[config.mk]
export PLATFORM = sky130hd
export DESIGN_NAME = workspace_output_reassign_unit
export DESIGN_NICKNAME = d
export VERILOG_FILES = /design/src/sv/wor_pkg.sv /design/src/sv/wor_apb.sv /design/src/sv/wor_table.sv /design/src/sv/wor_rules.sv /design/src/sv/workspace_output_reassign_unit.sv
export SDC_FILE = /design/constraint.sdc
export NUM_CORES = 1
export LEC_CHECK = 0
export BUFFER_PORTS_ARGS = -buffer_cell sky130_fd_sc_hd__buf_2
export CAP_MARGIN = 15
export CELL_PAD_IN_SITES_DETAIL_PLACEMENT = 2
export CELL_PAD_IN_SITES_GLOBAL_PLACEMENT = 2
export CORE_ASPECT_RATIO = 2
export CORE_MARGIN = 2
export CORE_UTILIZATION = 40
export DETAILED_ROUTE_END_ITERATION = 7
export PLACE_DENSITY = 0.88
export SKIP_LAST_GASP = 1
export SYNTH_ARGS = -nofsm -noshare
export SYNTH_HDL_FRONTEND = slang
export SYNTH_HIERARCHICAL = 1
export SYNTH_SLANG_ARGS = --single-unit
[constraint.sdc]
create_clock -name aclk -period 5.7 [get_ports aclk]
set_input_delay 0.285 -clock aclk [delete_from_list [all_inputs] [get_ports aclk]]
set_output_delay 0.285 -clock aclk [all_outputs]
set_load 0.005 [all_outputs]
[src/sv/wor_pkg.sv]
// ----------------------------------------------------------------------------
// wor_pkg
// shared types, constants and the output liveness test for the workspace
// output reassign unit
// ----------------------------------------------------------------------------
`default_nettype none

package wor_pkg;

    localparam int NUM_WORKSPACES = 16;
    localparam int MAX_OUTPUTS    = 15;

    localparam int WS_IDX_W = (NUM_WORKSPACES > 1) ? $clog2(NUM_WORKSPACES) : 1;
    localparam int ID_W     = 4;
    localparam int WS_W     = 4;
    localparam int LIVE_W   = 15;
    localparam int COUNT_W  = 5;

    localparam logic [COUNT_W-1:0] COUNT_RESET = COUNT_W'(16);

    // register index of workspace_count
    localparam logic REG_WS_COUNT = 1'b0;

    typedef enum logic [2:0] {
        RULE_HOME     = 3'd0,
        RULE_UNDO     = 3'd1,
        RULE_STAY     = 3'd2,
        RULE_EVAC     = 3'd3,
        RULE_UNASSIGN = 3'd4
    } rule_t;

    // one input transaction as held in the input register
    typedef struct packed {
        logic [WS_W-1:0]   ws_index;
        logic [ID_W-1:0]   home_output;
        logic              needed;
        logic [LIVE_W-1:0] live_outputs;
        logic [ID_W-1:0]   first_live;
    } item_t;

    // outcome of the rule evaluation, also the table write request
    typedef struct packed {
        logic            in_use;
        logic [ID_W-1:0] cur;
        logic [ID_W-1:0] org;
        rule_t           rule;
    } update_t;

    function automatic logic id_live(input logic [ID_W-1:0] id,
                                     input logic [LIVE_W-1:0] live);
        logic [ID_W-1:0] bit_pos;
        bit_pos = id - ID_W'(1);
        if (id == '0 || 32'(id) > MAX_OUTPUTS) begin
            return 1'b0;
        end
        return live[bit_pos];
    endfunction

endpackage

`default_nettype wire

[src/sv/wor_apb.sv]
// ----------------------------------------------------------------------------
// wor_apb
// apb register file holding the workspace count
// ----------------------------------------------------------------------------
`default_nettype none

module wor_apb (
    input  wire logic                        aclk,
    input  wire logic                        aresetn,
    input  wire logic                        psel,
    input  wire logic                        penable,
    input  wire logic                        pwrite,
    input  wire logic [2:0]                  paddr,
    input  wire logic [31:0]                 pwdata,
    output logic      [31:0]                 prdata,
    output logic                             pready,
    output logic      [wor_pkg::COUNT_W-1:0] ws_count
);
    import wor_pkg::*;

    logic [COUNT_W-1:0] count_reg;
    logic [COUNT_W-1:0] count_next;

    always_comb begin
        count_next = count_reg;
        if (psel && penable && pwrite && paddr[2] == REG_WS_COUNT) begin
            count_next = pwdata[COUNT_W-1:0];
        end
    end

    always_ff @(posedge aclk) begin
        if (!aresetn) begin
            count_reg <= COUNT_RESET;
        end else begin
            count_reg <= count_next;
        end
    end

    always_comb begin
        prdata = '0;
        if (paddr[2] == REG_WS_COUNT) begin
            prdata = 32'(count_reg);
        end
    end

    assign pready   = 1'b1;
    assign ws_count = count_reg;

endmodule

`default_nettype wire

[src/sv/wor_table.sv]
// ----------------------------------------------------------------------------
// wor_table
// per-workspace current and origin output tables in flip-flops
// ----------------------------------------------------------------------------
`default_nettype none

module wor_table (
    input  wire logic                         aclk,
    input  wire logic                         aresetn,
    input  wire logic [wor_pkg::WS_IDX_W-1:0] idx,
    input  wire logic                         wr_en,
    input  wire wor_pkg::update_t             wr_data,
    output logic      [wor_pkg::ID_W-1:0]     rd_cur,
    output logic      [wor_pkg::ID_W-1:0]     rd_org
);
    import wor_pkg::*;

    logic [ID_W-1:0] cur_reg [NUM_WORKSPACES];
    logic [ID_W-1:0] org_reg [NUM_WORKSPACES];

    always_ff @(posedge aclk) begin
        if (!aresetn) begin
            for (int k = 0; k < NUM_WORKSPACES; k++) begin
                cur_reg[k] <= '0;
                org_reg[k] <= '0;
            end
        end else if (wr_en) begin
            cur_reg[idx] <= wr_data.cur;
            org_reg[idx] <= wr_data.org;
        end
    end

    assign rd_cur = cur_reg[idx];
    assign rd_org = org_reg[idx];

endmodule

`default_nettype wire

[src/sv/wor_rules.sv]
// ----------------------------------------------------------------------------
// wor_rules
// first-match rule evaluation for one workspace
// ----------------------------------------------------------------------------
`default_nettype none

module wor_rules (
    input  wire wor_pkg::item_t                item,
    input  wire logic [wor_pkg::ID_W-1:0]      cur,
    input  wire logic [wor_pkg::ID_W-1:0]      org,
    input  wire logic [wor_pkg::COUNT_W-1:0]   ws_count,
    output wor_pkg::update_t                   upd
);
    import wor_pkg::*;

    always_comb begin
        upd.in_use = (COUNT_W'(item.ws_index) < ws_count)
                  && (32'(item.ws_index) < NUM_WORKSPACES);
        upd.cur    = cur;
        upd.org    = org;
        upd.rule   = RULE_STAY;
        if (id_live(item.home_output, item.live_outputs)) begin
            upd.cur  = item.home_output;
            upd.org  = '0;
            upd.rule = RULE_HOME;
        end else if (id_live(org, item.live_outputs)) begin
            upd.cur  = org;
            upd.org  = '0;
            upd.rule = RULE_UNDO;
        end else if (id_live(cur, item.live_outputs)) begin
            upd.rule = RULE_STAY;
        end else if (item.needed && item.first_live != '0) begin
            if (cur != '0) begin
                upd.org = cur;
            end
            upd.cur  = item.first_live;
            upd.rule = RULE_EVAC;
        end else begin
            if (item.needed && cur != '0) begin
                upd.org = cur;
            end
            upd.cur  = '0;
            upd.rule = RULE_UNASSIGN;
        end
    end

endmodule

`default_nettype wire

[src/sv/workspace_output_reassign_unit.sv]
// ----------------------------------------------------------------------------
// workspace_output_reassign_unit
// tracks the current and evacuation-origin output of every workspace and
// re-evaluates one workspace per input transaction
// ----------------------------------------------------------------------------
// path: input transaction to m_tvalid passes the input register, then table
//   lookup and rule logic into the result register
// throughput: one transaction per cycle unless m_tready stalls; set by the
//   single table entry read and written as the item leaves the input register
// reset: aresetn synchronous active low; both tables clear to zero,
//   workspace_count returns to 16, both register stages empty
`default_nettype none

module workspace_output_reassign_unit (
    input  wire logic        aclk,
    input  wire logic        aresetn,
    // input stream
    input  wire logic        s_tvalid,
    output logic             s_tready,
    // [3:0] ws_index, [7:4] home_output, [8] needed, [23:9] live_outputs,
    // [27:24] first_live, [31:28] zero
    input  wire logic [31:0] s_tdata,
    // result stream
    output logic             m_tvalid,
    input  wire logic        m_tready,
    // [3:0] ws_slot, [7:4] current_output, [11:8] origin_output,
    // [14:12] rule_taken, [15] zero
    output logic      [15:0] m_tdata,
    // configuration
    input  wire logic        psel,
    input  wire logic        penable,
    input  wire logic        pwrite,
    input  wire logic [2:0]  paddr,
    input  wire logic [31:0] pwdata,
    output logic      [31:0] prdata,
    output logic             pready
);
    import wor_pkg::*;

    // input register stage
    logic    in_valid_reg;
    logic    in_valid_next;
    item_t   in_item_reg;

    // result register stage
    logic            out_valid_reg;
    logic            out_valid_next;
    logic [WS_W-1:0] out_ws_reg;
    logic [ID_W-1:0] out_cur_reg;
    logic [ID_W-1:0] out_org_reg;
    rule_t           out_rule_reg;

    logic [COUNT_W-1:0] ws_count;
    logic [ID_W-1:0]    tbl_cur;
    logic [ID_W-1:0]    tbl_org;
    update_t            upd;

    logic s_fire;
    logic out_free;
    logic advance;
    logic load_out;

    wor_apb u_apb (
        .aclk     (aclk),
        .aresetn  (aresetn),
        .psel     (psel),
        .penable  (penable),
        .pwrite   (pwrite),
        .paddr    (paddr),
        .pwdata   (pwdata),
        .prdata   (prdata),
        .pready   (pready),
        .ws_count (ws_count)
    );

    // the item leaving the input register writes its entry at the same edge,
    // so a following item for the same workspace sees the new values
    wor_table u_table (
        .aclk    (aclk),
        .aresetn (aresetn),
        .idx     (WS_IDX_W'(in_item_reg.ws_index)),
        .wr_en   (load_out),
        .wr_data (upd),
        .rd_cur  (tbl_cur),
        .rd_org  (tbl_org)
    );

    wor_rules u_rules (
        .item     (in_item_reg),
        .cur      (tbl_cur),
        .org      (tbl_org),
        .ws_count (ws_count),
        .upd      (upd)
    );

    // result slot frees when empty or taken this cycle
    assign out_free = !out_valid_reg || m_tready;
    // an out-of-range item is dropped without waiting on the result side
    assign advance  = in_valid_reg && (!upd.in_use || out_free);
    assign load_out = in_valid_reg && upd.in_use && out_free;
    assign s_tready = !in_valid_reg || advance;
    assign s_fire   = s_tvalid && s_tready;

    always_comb begin
        in_valid_next = in_valid_reg;
        if (s_fire) begin
            in_valid_next = 1'b1;
        end else if (advance) begin
            in_valid_next = 1'b0;
        end

        out_valid_next = out_valid_reg;
        if (load_out) begin
            out_valid_next = 1'b1;
        end else if (m_tready) begin
            out_valid_next = 1'b0;
        end
    end

    // control state
    always_ff @(posedge aclk) begin
        if (!aresetn) begin
            in_valid_reg  <= 1'b0;
            out_valid_reg <= 1'b0;
        end else begin
            in_valid_reg  <= in_valid_next;
            out_valid_reg <= out_valid_next;
        end
    end

    // payload registers
    always_ff @(posedge aclk) begin
        if (s_fire) begin
            in_item_reg.ws_index     <= s_tdata[3:0];
            in_item_reg.home_output  <= s_tdata[7:4];
            in_item_reg.needed       <= s_tdata[8];
            in_item_reg.live_outputs <= s_tdata[23:9];
            in_item_reg.first_live   <= s_tdata[27:24];
        end
        if (load_out) begin
            out_ws_reg   <= in_item_reg.ws_index;
            out_cur_reg  <= upd.cur;
            out_org_reg  <= upd.org;
            out_rule_reg <= upd.rule;
        end
    end

    assign m_tvalid = out_valid_reg;
    assign m_tdata  = {1'b0, out_rule_reg, out_org_reg, out_cur_reg, out_ws_reg};

endmodule

`default_nettype wire

* Word-level counts from Yosys, hierarchy flattened
Memory sizes are Yosys's and may differ from the RTL's. A register that Yosys moved wholly into a read port is not among the register bits.
Index checks and enable logic that the tools add are counted.
** Word-level totals
- Input bits :: 74
- Latch bits :: 0
- Logic and storage cells :: 95
- Bits in writable memories :: 128
- Output and inout bits :: 51
- Memories kept :: 2
- ROM bits :: 0
- Register bits :: 50
** Memory list
- u_table.cur_reg :: depth 16, bits a word 4, rd ports 1, clocked after Yosys merged registers in 1, write ports 16, line wor_table.sv:18 : logic [ID_W-1:0] cur_reg [NUM_WORKSPACES];
- u_table.org_reg :: depth 16, bits a word 4, rd ports 1, clocked after Yosys merged registers in 1, write ports 16, line wor_table.sv:19 : logic [ID_W-1:0] org_reg [NUM_WORKSPACES];
** Cells by class
- Reductions and logical operators :: 26
- Muxes and demuxes :: 45
- Equality and inequality tests :: 0
- Bitwise operators :: 1
- Shift operators :: 0
- Add/sub/neg operators :: 3
- Div/mod/pow operators :: 0
- Multipliers :: 0
- Order comparisons :: 4
** Operators with widths (count)
- $mux 11 :: 3
- $mux 4 :: 8
- $mux 1 :: 28
- $lt 4x5->1 const B :: 3
- $bmux 1 s4 :: 3
- $logic_not 4->1 :: 3
- $sub 4x1->4 const B :: 3
- $logic_and 1x1->1 :: 9
- $mux 8 :: 1
- $reduce_bool 4->1 :: 2
- $reduce_or 4->1 :: 2
- $lt 4x5->1 :: 1
- $mux 5 :: 1
- $reduce_bool 2->1 :: 2
- $logic_not 1->1 :: 3
- $logic_or 1x1->1 :: 3
- $mux 3 :: 1
- $reduce_or 3->1 :: 1
- $reduce_or 2->1 :: 1
- $not 1->1 :: 1

* Depth between registers and ports, before layout
- Word-level depth :: 16
- Depth in mapped cells :: 18
- Depth with buffers taken out :: 12

* Hierarchy
Netlist, hierarchy kept.
** Modules (own cells, without submodules)
- wor_table :: area each 5840.6 µm², times used 1, cells an instance 376
- workspace_output_reassign_unit :: area each 1407.6 µm², times used 1, cells an instance 55
- wor_rules :: area each 1283.7 µm², times used 1, cells an instance 160
- wor_apb :: area each 479.2 µm², times used 1, cells an instance 58

* Least setup slack after synthesis
OpenSTA, ideal clock, no wires.
- Path type :: flip-flop to flip-flop
- From :: register in_item_reg[24] in the netlist's numbering
- To :: memory u_table.cur_reg[10][3], data pin
- Clock period less this slack :: 4.291 ns
- Library setup time :: 0.255 ns
- Arrival time :: 4.037 ns
- Path buffers :: 5
- Data required time :: 5.445 ns
- Cell stages (with the launch flop) :: 18
- Setup slack :: 1.409 ns
- Cells stage by stage :: edfxtp_1 > buf_2 > mux4_2 > a22oi_1 > nand2_1 > buf_2 > inv_2 > ha_1 > buf_2 > xnor2_2 > mux2_4 > a2111oi_4 > or3_1 > buf_4 > o21ai_1 > a311o_1 > clkbuf_1 > and2_1
** RTL lines
- from (decl) :: line workspace_output_reassign_unit.sv:43 : item_t in_item_reg;
- to (decl) :: line wor_table.sv:18

==> flow_summary.json <==
{
  "hpwl_um": 21400,
  "design.core.area_um2": 22200,
  "cts_tree": "yes",
  "synth_top_area_share": 0.570,
  "vias": 5946,
  "synthCells": 649,
  "die_x_um": 110,
  "grt.overflow.total": 0,
  "drc": 0,
  "fin_hold_ws_ns": 0.0161,
  "relSlewSlack": 0.428,
  "synth_largest_area_cell": "edfxtp_1",
  "ys_warn_count": 6,
  "p_leak_nw": 4.02,
  "status": "finished, final reports clean",
  "synth_area_leaders": "edfxtp_1 57%, mux4_2 10%, and2_1 9.0%, buf_4 2.5%, mux2i_1 2.0%",
  "cts_resized": 0,
  "ys_ff_latch": 178,
  "p_per_area_nw_per_um2": 319,
  "grt_usage": 0.262,
  "avgSynthCellArea_um2": 13.9,
  "start_util": 0.407,
  "hold_violations": 0,
  "port_buffers": 62,
  "yosysMostFrequentCell": "edfxtp_1",
  "grt_pass1_vias": 6966,
  "grt_pass1_wl_um": 43900,
  "synthArstFlopShare": 0,
  "gp_congestion": 0.857,
  "insertion_delay_ns": 0.45,
  "grt_max_degree": 33,
  "report.final.setup_viol": 0,
  "ys_seq_area_frac": 0.585,
  "die_h_um": 216,
  "tightest_slew_ns": 0.857,
  "fin_setup_tns_ns": 0,
  "required_ns": 6.01,
  "stdcell_area_um2": 10500,
  "finalMaxSlewViolations": 0,
  "htreeDepth": 4,
  "totalWireLength_um": 29400,
  "routed_via_density": 5.65,
  "cts_max_path_buffers": 2,
  "antenna_found_initial": 1,
  "synth_edf_count": 171,
  "worstSetupEndpointType": "register",
  "antenna_cells": 0,
  "nets": 845,
  "finalCritPeriodShare": 0.936,
  "areaGrowthSynthToFinish_pct": 16.9,
  "root_buffer": "clkbuf_16",
  "synth.distinct_cells": 61,
  "hold_class": "input port to register",
  "rsz0062_at_grt": "no",
  "synth_ff_type": "edfxtp_1",
  "num_rows": 77,
  "antenna_left": 0,
  "ir_worst_vdd_uv": 213,
  "wl_per_cell_um": 27.9,
  "synthTopCellsByCount": "171 x edfxtp_1, 130 x and2_1, 40 x mux4_2",
  "cp_max_fo": 17,
  "fmax_ghz": 0.188,
  "dieArea_um2": 23800,
  "cts_sinks": 178,
  "period_needed_ns": 5.33,
  "cts_made_buffers": 17,
  "place_area_um2": 9750,
  "drt_pass1_iterations": 4,
  "cp-start-kind": "register",
  "dp_cells": 1000,
  "path_class": "register to register",
  "drt_iter0_drc": 346,
  "clkTransAtPathRegs_ns": 0.07,
  "layout-drive-gt1-share": 0.264,
  "skew_ns": 0.0122,
  "top_level_ports": 125,
  "crit_arrival_ns": 5.64,
  "netlist_area_um2": 9010,
  "post-route-util": 0.475,
  "instances_no_fill": 1053,
  "maxCapViolations": 0
}
==> worst paths after layout <==
check | startpoint | to | slack [ns] | cells after the start
min | s_tdata[15] | in_item_reg[10] | 0.02 | 1
max reg2reg | in_item_reg[25] | u_table/cur_reg[9][3] | 0.37 | 13
min reg2reg | u_apb/ws_count[2] | u_apb/ws_count[2] | 0.49 | 2
max | in_item_reg[25] | u_table/cur_reg[9][3] | 0.37 | 13
==> cells in the final DEF (no fill, tap or decap), drive strengths merged, types with 4 or more instances in the layout <==
cell type	netlist	routed
nor2	20	20
edfxtp	171	171
or3	4	4
nand3	5	5
clkinv	0	5
ha	7	7
nand2	27	27
mux2	5	5
conb	3	29
buf	44	109
nand2b	9	9
inv	16	24
dfxtp	7	7
a21oi	9	9
nor3	13	13
a31oi	4	4
or2	5	5
a22oi	16	16
o21ai	21	21
mux2i	18	18
mux4	40	40
a211oi	4	4
and2b	5	5
and2	130	130
dlygate4sd3	0	20
nor2b	6	6
clkbuf	15	17
==> cells by family after synthesis <==
group,share of synthesized area
mux,0.127
other cells,0.00125
fa+ha+maj,0.00972
flops,0.585
xor+xnor,0.00556
buf+inv,0.0485
compound gates,0.0644
simple gates,0.158
==> layout make-up <==
type / instances / area (um^2)
multi-input combinational: 422 / 3400
tap: 276 / 345
inverter: 16 / 60.1
clock buffer: 17 / 425
timing repair buffer: 129 / 876
fill: 2145 / 11600
sequential: 178 / 5280
clock inverter: 15 / 146
==> report_power, final <==
part / switching [mW] / internal [mW]
registers: 0.0382 / 1.50
clock network: 0.552 / 0.615
logic: 0.416 / 0.241
total: 1.01 / 2.35
==> per-stage QoR <==
step	setup slack, ns	power [mW]
after floorplan	1.41	1.93
after global placement	0.767	2.11
after detailed placement	0.404	2.18
after CTS	0.352	3.37
after global routing	0.130	3.47
final	0.367	3.36
==> worst max-delay path: stages, from the launching register on <==
cell and delay, ns:
edfxtp_1 0.83, mux4_2 0.43, a22oi_1 0.46, nand2_1 0.25, inv_2 0.14, ha_1 0.41
mux4_2 0.41, mux2i_1 0.23, nor3b_1 0.13, or3_1 0.42, buf_4 0.18, o21ai_1 0.29
a311o_1 0.74, and2_1 0.25
==> layer usage <==
layer,share of wire,global-route usage,vias up
met2,0.56,0.475,233
met3,0.043,0.0583,103
met4,0.080,0.193,2
met5,0.00034,0,-
met1,0.32,0.245,3010
li1,-,-,2598
==> repair_timing <==
action                    4_1_cts  5_1_grt
hold endpoints to repair       19        1
buffers inserted                0        0
hold buffers                   19        1
Note: power is estimated with default switching activity, not from simulation.
